$ cat src/design/rsd_pkg.sv
// Shared types, constants and helpers for the row SAD stereo disparity unit.
// No dependencies.
package rsd_pkg;

  localparam int unsigned CHAN_W   = 8;
  localparam int unsigned DISP_W   = 6;
  localparam int unsigned COST_W   = 15;
  localparam int unsigned COUNT_W  = 7;
  localparam int unsigned AGE_W    = 9;
  localparam logic [COUNT_W-1:0] COUNT_MAX = 7'd127;
  localparam int unsigned COST_SAT = 32767;

  typedef struct packed {
    logic [CHAN_W-1:0] red;
    logic [CHAN_W-1:0] green;
    logic [CHAN_W-1:0] blue;
  } pix_t;

  typedef struct packed {
    logic shift_px;
    logic acc_en;
    logic acc_clr;
    logic shift_acc;
  } rsd_cell_ctrl_t;

  typedef enum logic [2:0] {
    S_IDLE,
    S_PICK,
    S_RUN,
    S_MIN,
    S_OUT
  } rsd_state_e;

  function automatic logic [CHAN_W:0] abs_diff(input logic [CHAN_W-1:0] a,
                                               input logic [CHAN_W-1:0] b);
    logic [CHAN_W:0] r;
    if (a > b) begin
      r = {1'b0, a} - {1'b0, b};
    end else begin
      r = {1'b0, b} - {1'b0, a};
    end
    return r;
  endfunction

  function automatic logic [CHAN_W+1:0] pix_sad(input pix_t a, input pix_t b);
    logic [CHAN_W+1:0] s;
    s = {1'b0, abs_diff(a.red, b.red)} + {1'b0, abs_diff(a.green, b.green)}
        + {1'b0, abs_diff(a.blue, b.blue)};
    return s;
  endfunction

endpackage

$ cat src/design/rsd_cell.sv
// One candidate-shift cell: holds a right pixel and a running window cost.
// Depends on rsd_pkg.
module rsd_cell #(
  parameter int unsigned CW = 15
) (
  input  logic                    clk_i,
  input  rsd_pkg::rsd_cell_ctrl_t ctrl_i,
  input  rsd_pkg::pix_t           left_i,
  input  rsd_pkg::pix_t           r_i,
  output rsd_pkg::pix_t           r_o,
  input  logic [CW-1:0]           acc_i,
  output logic [CW-1:0]           acc_o
);
  import rsd_pkg::*;

  pix_t          r_q;
  logic [CW-1:0] acc_q, acc_d;

  always_comb begin
    acc_d = acc_q;
    if (ctrl_i.acc_clr) begin
      acc_d = '0;
    end else if (ctrl_i.shift_acc) begin
      acc_d = acc_i;
    end else if (ctrl_i.acc_en) begin
      acc_d = acc_q + CW'(pix_sad(left_i, r_q));
    end
  end

  always_ff @(posedge clk_i) begin
    if (ctrl_i.shift_px) begin
      r_q <= r_i;
    end
    acc_q <= acc_d;
  end

  assign r_o   = r_q;
  assign acc_o = acc_q;

endmodule

$ cat config.mk
export PLATFORM = sky130hd
export DESIGN_NAME = rsd_cell
export DESIGN_NICKNAME = d
export VERILOG_FILES = /design/src/design/rsd_pkg.sv /design/src/design/rsd_cell.sv
export SDC_FILE = /design/constraint.sdc
export NUM_CORES = 1
export LEC_CHECK = 0
export ABC_CLOCK_PERIOD_IN_PS = 9100
export BUFFER_PORTS_ARGS = -buffer_cell sky130_fd_sc_hd__buf_4
export CAP_MARGIN = 20
export CORE_MARGIN = 2
export CORE_UTILIZATION = 60
export CTS_CLUSTER_DIAMETER = 60
export DETAILED_ROUTE_END_ITERATION = 8
export GPL_TIMING_DRIVEN = 0
export PLACE_DENSITY = 0.89
export SETUP_SLACK_MARGIN = 0.2
export SYNTH_ARGS = -nofsm -noshare
export SYNTH_HDL_FRONTEND = slang
export SYNTH_SLANG_ARGS = --single-unit
$ cat constraint.sdc
create_clock -name clk_i -period 9.1 [get_ports clk_i]
set_input_delay 0.91 -clock clk_i [delete_from_list [all_inputs] [get_ports clk_i]]
set_output_delay 0.91 -clock clk_i [all_outputs]
set_load 0.005 [all_outputs]
; ---- After elaboration in Yosys (flattened, before gate mapping)
; Cells that the tools add are included.
[totals]
regBits = 39
latchBits = 0
mem_bits_rw = 0
rom_bits = 0
inputBits = 68
out_inout_bits = 39
wordCells = 31
mem_count = 0
[classes]
add_sub_neg = 9
mul = 0
div_mod_pow = 0
order_cmp = 3
n_eq_ne = 0
shift = 0
mux = 14
n_bitwise = 0
reduce_logical = 1
[ops]
columns = cell, n
row1 = $mux W9, 12
row2 = $sub A8 B8 Y9, 6
row3 = $mux W15, 2
row4 = $gt A8 B8 Y1, 3
row5 = $add A15 B10 Y15, 1
row6 = $add A10 B9 Y10, 1
row7 = $add A9 B9 Y10, 1
row8 = $reduce_bool A2 Y1, 1

; ---- Depth between registers and ports, before layout
[logic_depth]
depth_word = 10
depth_mapped = 26
ltp_nobuf = 24

; ---- Worst setup path before layout
; Ideal clock, no wire load.
[synth_path]
kind = input to register
start = in left_i[20] in the netlist's numbering
end = reg acc_q[14], in the netlist acc_o[14]
setup_ns = 0.086
t_arrival_ns = 5.611
t_required_ns = 9.014
setup_slack_ns = 3.403
stages = 26
path_buffers = 2
path_cell_list = inv_1 ha_1 buf_6 a21o_1 a211o_1 o211ai_2 a31o_4 buf_12 mux2_2 fa_1 ha_1 inv_1 fa_1 inv_1 a21oi_1 o21bai_1 a21o_1 a21oi_1 o21ai_0 xor2_1 ha_1 a21o_1 a41oi_1 nor3b_1 xnor2_1 a211oi_1
[synth_via]
elab_chain_len = 10
word_cells_on_any_way = 12
cone_classes = add/sub: 5 / order compare: 1 / mux: 6
[synth_rtl]
columns = element, line_no
row1 = start: declaration, rsd_cell.sv:8  ; input rsd_pkg::pix_t left_i,
row2 = "$sub A8 B8 Y9, or another cell as far along", rsd_pkg.sv:40  ; r = {1'b0, b} - {1'b0, a};
row3 = $mux W9 (*), rsd_pkg.sv:37  ; if (a > b) begin
row4 = $mux W9 (*), rsd_cell.sv:25  ; end else if (ctrl_i.acc_en) begin
row5 = $mux W9 (*), rsd_cell.sv:23  ; end else if (ctrl_i.shift_acc) begin
row6 = $mux W9 (*), rsd_cell.sv:21  ; if (ctrl_i.acc_clr) begin
row7 = $add A9 B9 Y10 (*), rsd_pkg.sv:47  ; s = {1'b0, abs_diff(a.red, b.red)} + {1'b0, abs_diff(a.green, b.green)}
row8 = $add A10 B9 Y10 (*), rsd_pkg.sv:48  ; + {1'b0, abs_diff(a.blue, b.blue)};
row9 = $add A15 B10 Y15 (*), rsd_cell.sv:26  ; acc_d = acc_q + CW'(pix_sad(left_i, r_q));
row10 = $mux W15 (*), rsd_cell.sv:25
row11 = $mux W15 (*), rsd_cell.sv:23
row12 = end signal: assignment, rsd_cell.sv:34  ; acc_q <= acc_d;
row13 = end: declaration, rsd_cell.sv:17  ; logic [CW-1:0] acc_q, acc_d;
; Mark *: on every way between the ends. The rest lies on a longest branch, timed or not. The select of a mux whose other input is x is not followed.
; A chain may end at the register's enable or synchronous reset.

; ---- Final worst setup path
; Ends and elaborated chain as after synthesis.

==> metrics.txt <==
# TYPE chip_impl_metric gauge
chip_impl_info{name="run_status",value="complete, no violations"} 1
chip_impl_info{name="synth_top_cells_by_area",value="sky130_fd_sc_hd__ha_1 (18%), sky130_fd_sc_hd__edfxtp_1 (16%), sky130_fd_sc_hd__inv_1 (7.5%), sky130_fd_sc_hd__fa_1 (7.4%), sky130_fd_sc_hd__dfxtp_1 (6.5%)"} 1
chip_impl_metric{name="leakage",unit="nW"} 2.85
chip_impl_metric{name="cts-buffers-inserted",unit=""} 5
chip_impl_info{name="timing.critical_path.from_type",value="input port"} 1
chip_impl_info{name="cts_tree",value="yes"} 1
chip_impl_metric{name="cts.path.max_buffers",unit=""} 2
chip_impl_metric{name="timing_max_transition_violations_final",unit=""} 0
chip_impl_metric{name="detailed_place.area",unit="µm²"} 5510
chip_impl_metric{name="timing.reg2reg.worst_path_depth",unit=""} 24
chip_impl_metric{name="die_ar",unit="µm²"} 8370
chip_impl_metric{name="tns",unit="ns"} 0
chip_impl_metric{name="initial_antenna_violation_count",unit=""} 0
chip_impl_metric{name="first_iter_violations",unit=""} 251
chip_impl_metric{name="floorplan.initialDensity",unit=""} 0.627
chip_impl_info{name="min_delay_worst_endpoint",value="acc_o[14]"} 1
chip_impl_info{name="critical_path_start_end_classification",value="in -> reg"} 1
chip_impl_metric{name="register_area_share_after_synthesis",unit=""} 0.222
chip_impl_metric{name="netlist_instances",unit=""} 518
chip_impl_metric{name="fp.dieW",unit="µm"} 91.5
chip_impl_info{name="netlist.top_cell.by_area",value="sky130_fd_sc_hd__ha_1"} 1
chip_impl_metric{name="clock_pin_transition_on_the_worst_setup_and_hold_timing_paths",unit="ns"} 0.08
chip_impl_metric{name="setup.reg_to_reg.worst_slack",unit="ns"} 3.46
chip_impl_info{name="synth_most_common_cell",value="sky130_fd_sc_hd__inv_1"} 1
chip_impl_info{name="r2r_end",value="acc_o[14]"} 1
chip_impl_metric{name="timing.critical_path.required",unit="ns"} 9.31
chip_impl_metric{name="ant_nets",unit=""} 0
chip_impl_info{name="ys_top_cells_by_count",value="sky130_fd_sc_hd__inv_1 (92), sky130_fd_sc_hd__ha_1 (66), sky130_fd_sc_hd__a21oi_1 (38)"} 1
chip_impl_metric{name="cts.sink_count",unit=""} 39
chip_impl_metric{name="global_route.overflow_total",unit=""} 0
chip_impl_metric{name="fin_worst_skew",unit="ns"} 0.00656
chip_impl_info{name="timing.critical_path.to_type",value="register"} 1
chip_impl_metric{name="area_fraction_of_the_dominant_cell_type_after_synthesis",unit=""} 0.180
chip_impl_metric{name="diodes",unit=""} 0
chip_impl_metric{name="drt_wl_total",unit="mm"} 10.8
chip_impl_metric{name="synth-warning-count",unit=""} 0
chip_impl_metric{name="synth-seq-cells",unit=""} 39
chip_impl_metric{name="cts.hold.buffers_added",unit=""} 0
chip_impl_metric{name="power_density",unit="nW/µm²"} 304
chip_impl_metric{name="die_y",unit="µm"} 91.5
chip_impl_metric{name="synth_area",unit="µm²"} 4590
chip_impl_metric{name="power.ir.vdd_worst",unit="µV"} 244
chip_impl_metric{name="worstMarginPinSlew",unit="ns"} 0.549
chip_impl_metric{name="std_cell_rows",unit=""} 31
chip_impl_metric{name="postCtsSetupBuffers",unit=""} 0
chip_impl_metric{name="wire_per_inst",unit="µm"} 14.8
chip_impl_metric{name="layout_area_overhead",unit="%"} 22.3
chip_impl_info{name="buffer_cell_driving_the_clock_tree_root",value="sky130_fd_sc_hd__clkbuf_8"} 1
chip_impl_metric{name="routed-via-count",unit=""} 4103
chip_impl_metric{name="worstHoldPathCells",unit=""} 2
chip_impl_metric{name="hold_violations",unit=""} 0
chip_impl_metric{name="boundaryPins",unit=""} 107
chip_impl_metric{name="drt_pass1_iterations",unit=""} 4
chip_impl_metric{name="grt_start_max_net_pins",unit=""} 25
chip_impl_metric{name="setup_viol",unit=""} 0
chip_impl_metric{name="coreArea",unit="µm²"} 7330
chip_impl_metric{name="cell_count_final_fillers_out",unit=""} 730
chip_impl_metric{name="post_synth_num_cell_types",unit=""} 63
chip_impl_metric{name="numPlacedInstances",unit=""} 722
chip_impl_metric{name="syn-mean-instance-area",unit="µm²"} 8.87
chip_impl_metric{name="nets",unit=""} 781
chip_impl_metric{name="timing.final.crit_share",unit=""} 0.653
chip_impl_info{name="ys.flop_type",value="sky130_fd_sc_hd__edfxtp_1"} 1
chip_impl_metric{name="dp_hpwl",unit="mm"} 8.87
chip_impl_metric{name="wire_length_of_the_first_global_routing_pass",unit="mm"} 18.5
chip_impl_info{name="rsz0062_at_grt",value="no"} 1
chip_impl_info{name="r2r-start",value="r_o[9]"} 1
chip_impl_info{name="startpoint_of_the_lowest_slack_hold_path",value="acc_o[14]"} 1
chip_impl_metric{name="cts_resized",unit=""} 0
chip_impl_metric{name="max_clock_freq",unit="MHz"} 168
chip_impl_metric{name="number_of_flops_mapped_to_enable_cells_by_yosys",unit=""} 24
chip_impl_metric{name="maxCapViolations",unit=""} 0
chip_impl_metric{name="min_period",unit="ns"} 5.94
chip_impl_metric{name="cp_data_arrival_time",unit="ns"} 6.15
chip_impl_metric{name="grt_util_all_layers",unit=""} 0.267
chip_impl_metric{name="remaining_max_slew_budget_at_the_tightest_pin",unit=""} 0.634
chip_impl_metric{name="cts_htree_levels",unit=""} 2
chip_impl_metric{name="number_of_global_route_vias_before_repair",unit=""} 4273
chip_impl_metric{name="gpl.final_weighted_congestion",unit=""} 0.934
chip_impl_metric{name="placement.io_buffers",unit=""} 105
chip_impl_info{name="worstHoldPathType",value="reg -> reg"} 1
chip_impl_metric{name="dr_vias_cell",unit=""} 5.62
chip_impl_metric{name="synthesis.nets",unit=""} 669
chip_impl_metric{name="detail_route.drc_violations",unit=""} 0
chip_impl_metric{name="layout-drive-gt1-share",unit=""} 0.231
chip_impl_metric{name="synthArstFlopShare",unit=""} 0
chip_impl_metric{name="worstSkewPairLatency",unit="ns"} 0.30
chip_impl_metric{name="stdcell_area",unit="µm²"} 5620
chip_impl_metric{name="critical_path.max_fanout",unit=""} 10
worst max-delay path, cell delays in order:
cell and delay, ns:
sky130_fd_sc_hd__buf_4 0.09, sky130_fd_sc_hd__inv_1 0.03, sky130_fd_sc_hd__ha_1 0.29, sky130_fd_sc_hd__buf_6 0.14
sky130_fd_sc_hd__a21o_1 0.16, sky130_fd_sc_hd__a211o_1 0.31, sky130_fd_sc_hd__o211ai_2 0.11, sky130_fd_sc_hd__a31o_4 0.22
sky130_fd_sc_hd__buf_12 0.13, sky130_fd_sc_hd__mux2_2 0.37, sky130_fd_sc_hd__fa_1 0.54, sky130_fd_sc_hd__ha_1 0.18
sky130_fd_sc_hd__inv_1 0.06, sky130_fd_sc_hd__fa_1 0.39, sky130_fd_sc_hd__inv_1 0.07, sky130_fd_sc_hd__a21oi_1 0.06
sky130_fd_sc_hd__o21bai_1 0.19, sky130_fd_sc_hd__a21o_1 0.15, sky130_fd_sc_hd__a21oi_1 0.09, sky130_fd_sc_hd__o21ai_0 0.21
sky130_fd_sc_hd__xor2_1 0.17, sky130_fd_sc_hd__ha_1 0.30, sky130_fd_sc_hd__a21o_1 0.20, sky130_fd_sc_hd__a41oi_1 0.29
sky130_fd_sc_hd__nor3b_1 0.11, sky130_fd_sc_hd__xnor2_1 0.14, sky130_fd_sc_hd__a211oi_1 0.24
layout by cell type, fill, tap and decap left out, types with 16 or more instances in the layout:
master	instances
sky130_fd_sc_hd__a21oi_1	38
sky130_fd_sc_hd__xnor2_1	23
sky130_fd_sc_hd__nor2_1	31
sky130_fd_sc_hd__ha_1	66
sky130_fd_sc_hd__nand2_1	28
sky130_fd_sc_hd__inv_1	92
sky130_fd_sc_hd__buf_4	106
sky130_fd_sc_hd__edfxtp_1	24
sky130_fd_sc_hd__fa_1	17
sky130_fd_sc_hd__a21o_1	16
worst max-delay path by stage:
| stage | startpoint | endpoint | slack [ns] | cells past startpoint |
|---|---|---|---|---|
| CTS | left_i[20] | acc_o[14] | 3.15 | 27 |
| finish | left_i[20] | acc_o[14] | 3.16 | 27 |
| global placement | left_i[9] | acc_o[14] | 2.88 | 26 |
| global route | left_i[9] | acc_o[14] | 2.72 | 26 |
| detailed placement | left_i[20] | acc_o[14] | 2.88 | 27 |
| floorplan | left_i[20] | acc_o[14] | 3.40 | 26 |
sequential cells by signal, summed over array words and instances (netlist names):
signal and flops:
r_o 24, acc_o 15
metal layers:
metal	vias to the layer above	GRT usage	wire, µm
li1	2005	-	-
met1	1942	0.316	4290
met2	133	0.493	5730
met3	23	0.0382	586
met4	0	0.0859	221
met5	-	0	0
cell families after synthesis:
| logic type | synth area share |
|---|---|
| compound gates | 0.200 |
| xor+xnor | 0.0667 |
| fa+ha+maj | 0.254 |
| buf+inv | 0.0959 |
| flops | 0.222 |
| mux | 0.0553 |
| simple gates | 0.106 |
layout make-up:
type                            count  area [µm²]
Multi-Input combinational cell    374        3130
Fill cell                         565        1710
Sequential cell                    39        1020
Timing Repair Buffer              105         788
Inverter                           92         345
Tap cell                           99         124
Clock buffer                        7         108
Buffer                             13        95.1
Clock inverter                      1        5.00
metrics by stage:
step / utilization / hold slack [ns] / power, mW / setup WS [ns]
2_1_floorplan: - / 0.550 / 1.27 / 3.40
3_3_place_gp: 0.751 / 0.562 / 1.49 / 2.88
3_5_place_dp: 0.751 / 0.574 / 1.54 / 2.88
4_1_cts: 0.767 / 0.594 / 1.71 / 3.15
5_1_grt: 0.767 / 0.635 / 1.88 / 2.72
6_report: 0.767 / 0.588 / 1.71 / 3.16
where the power goes:
| group | leakage [nW] | switching (mW) | internal, mW |
|---|---|---|---|
| registers | 0.360 | 0.0263 | 0.216 |
| logic | 2.43 | 0.707 | 0.611 |
| clock network | 0.0594 | 0.0677 | 0.0778 |
No activity file was read; power rests on OpenSTA's default activity.
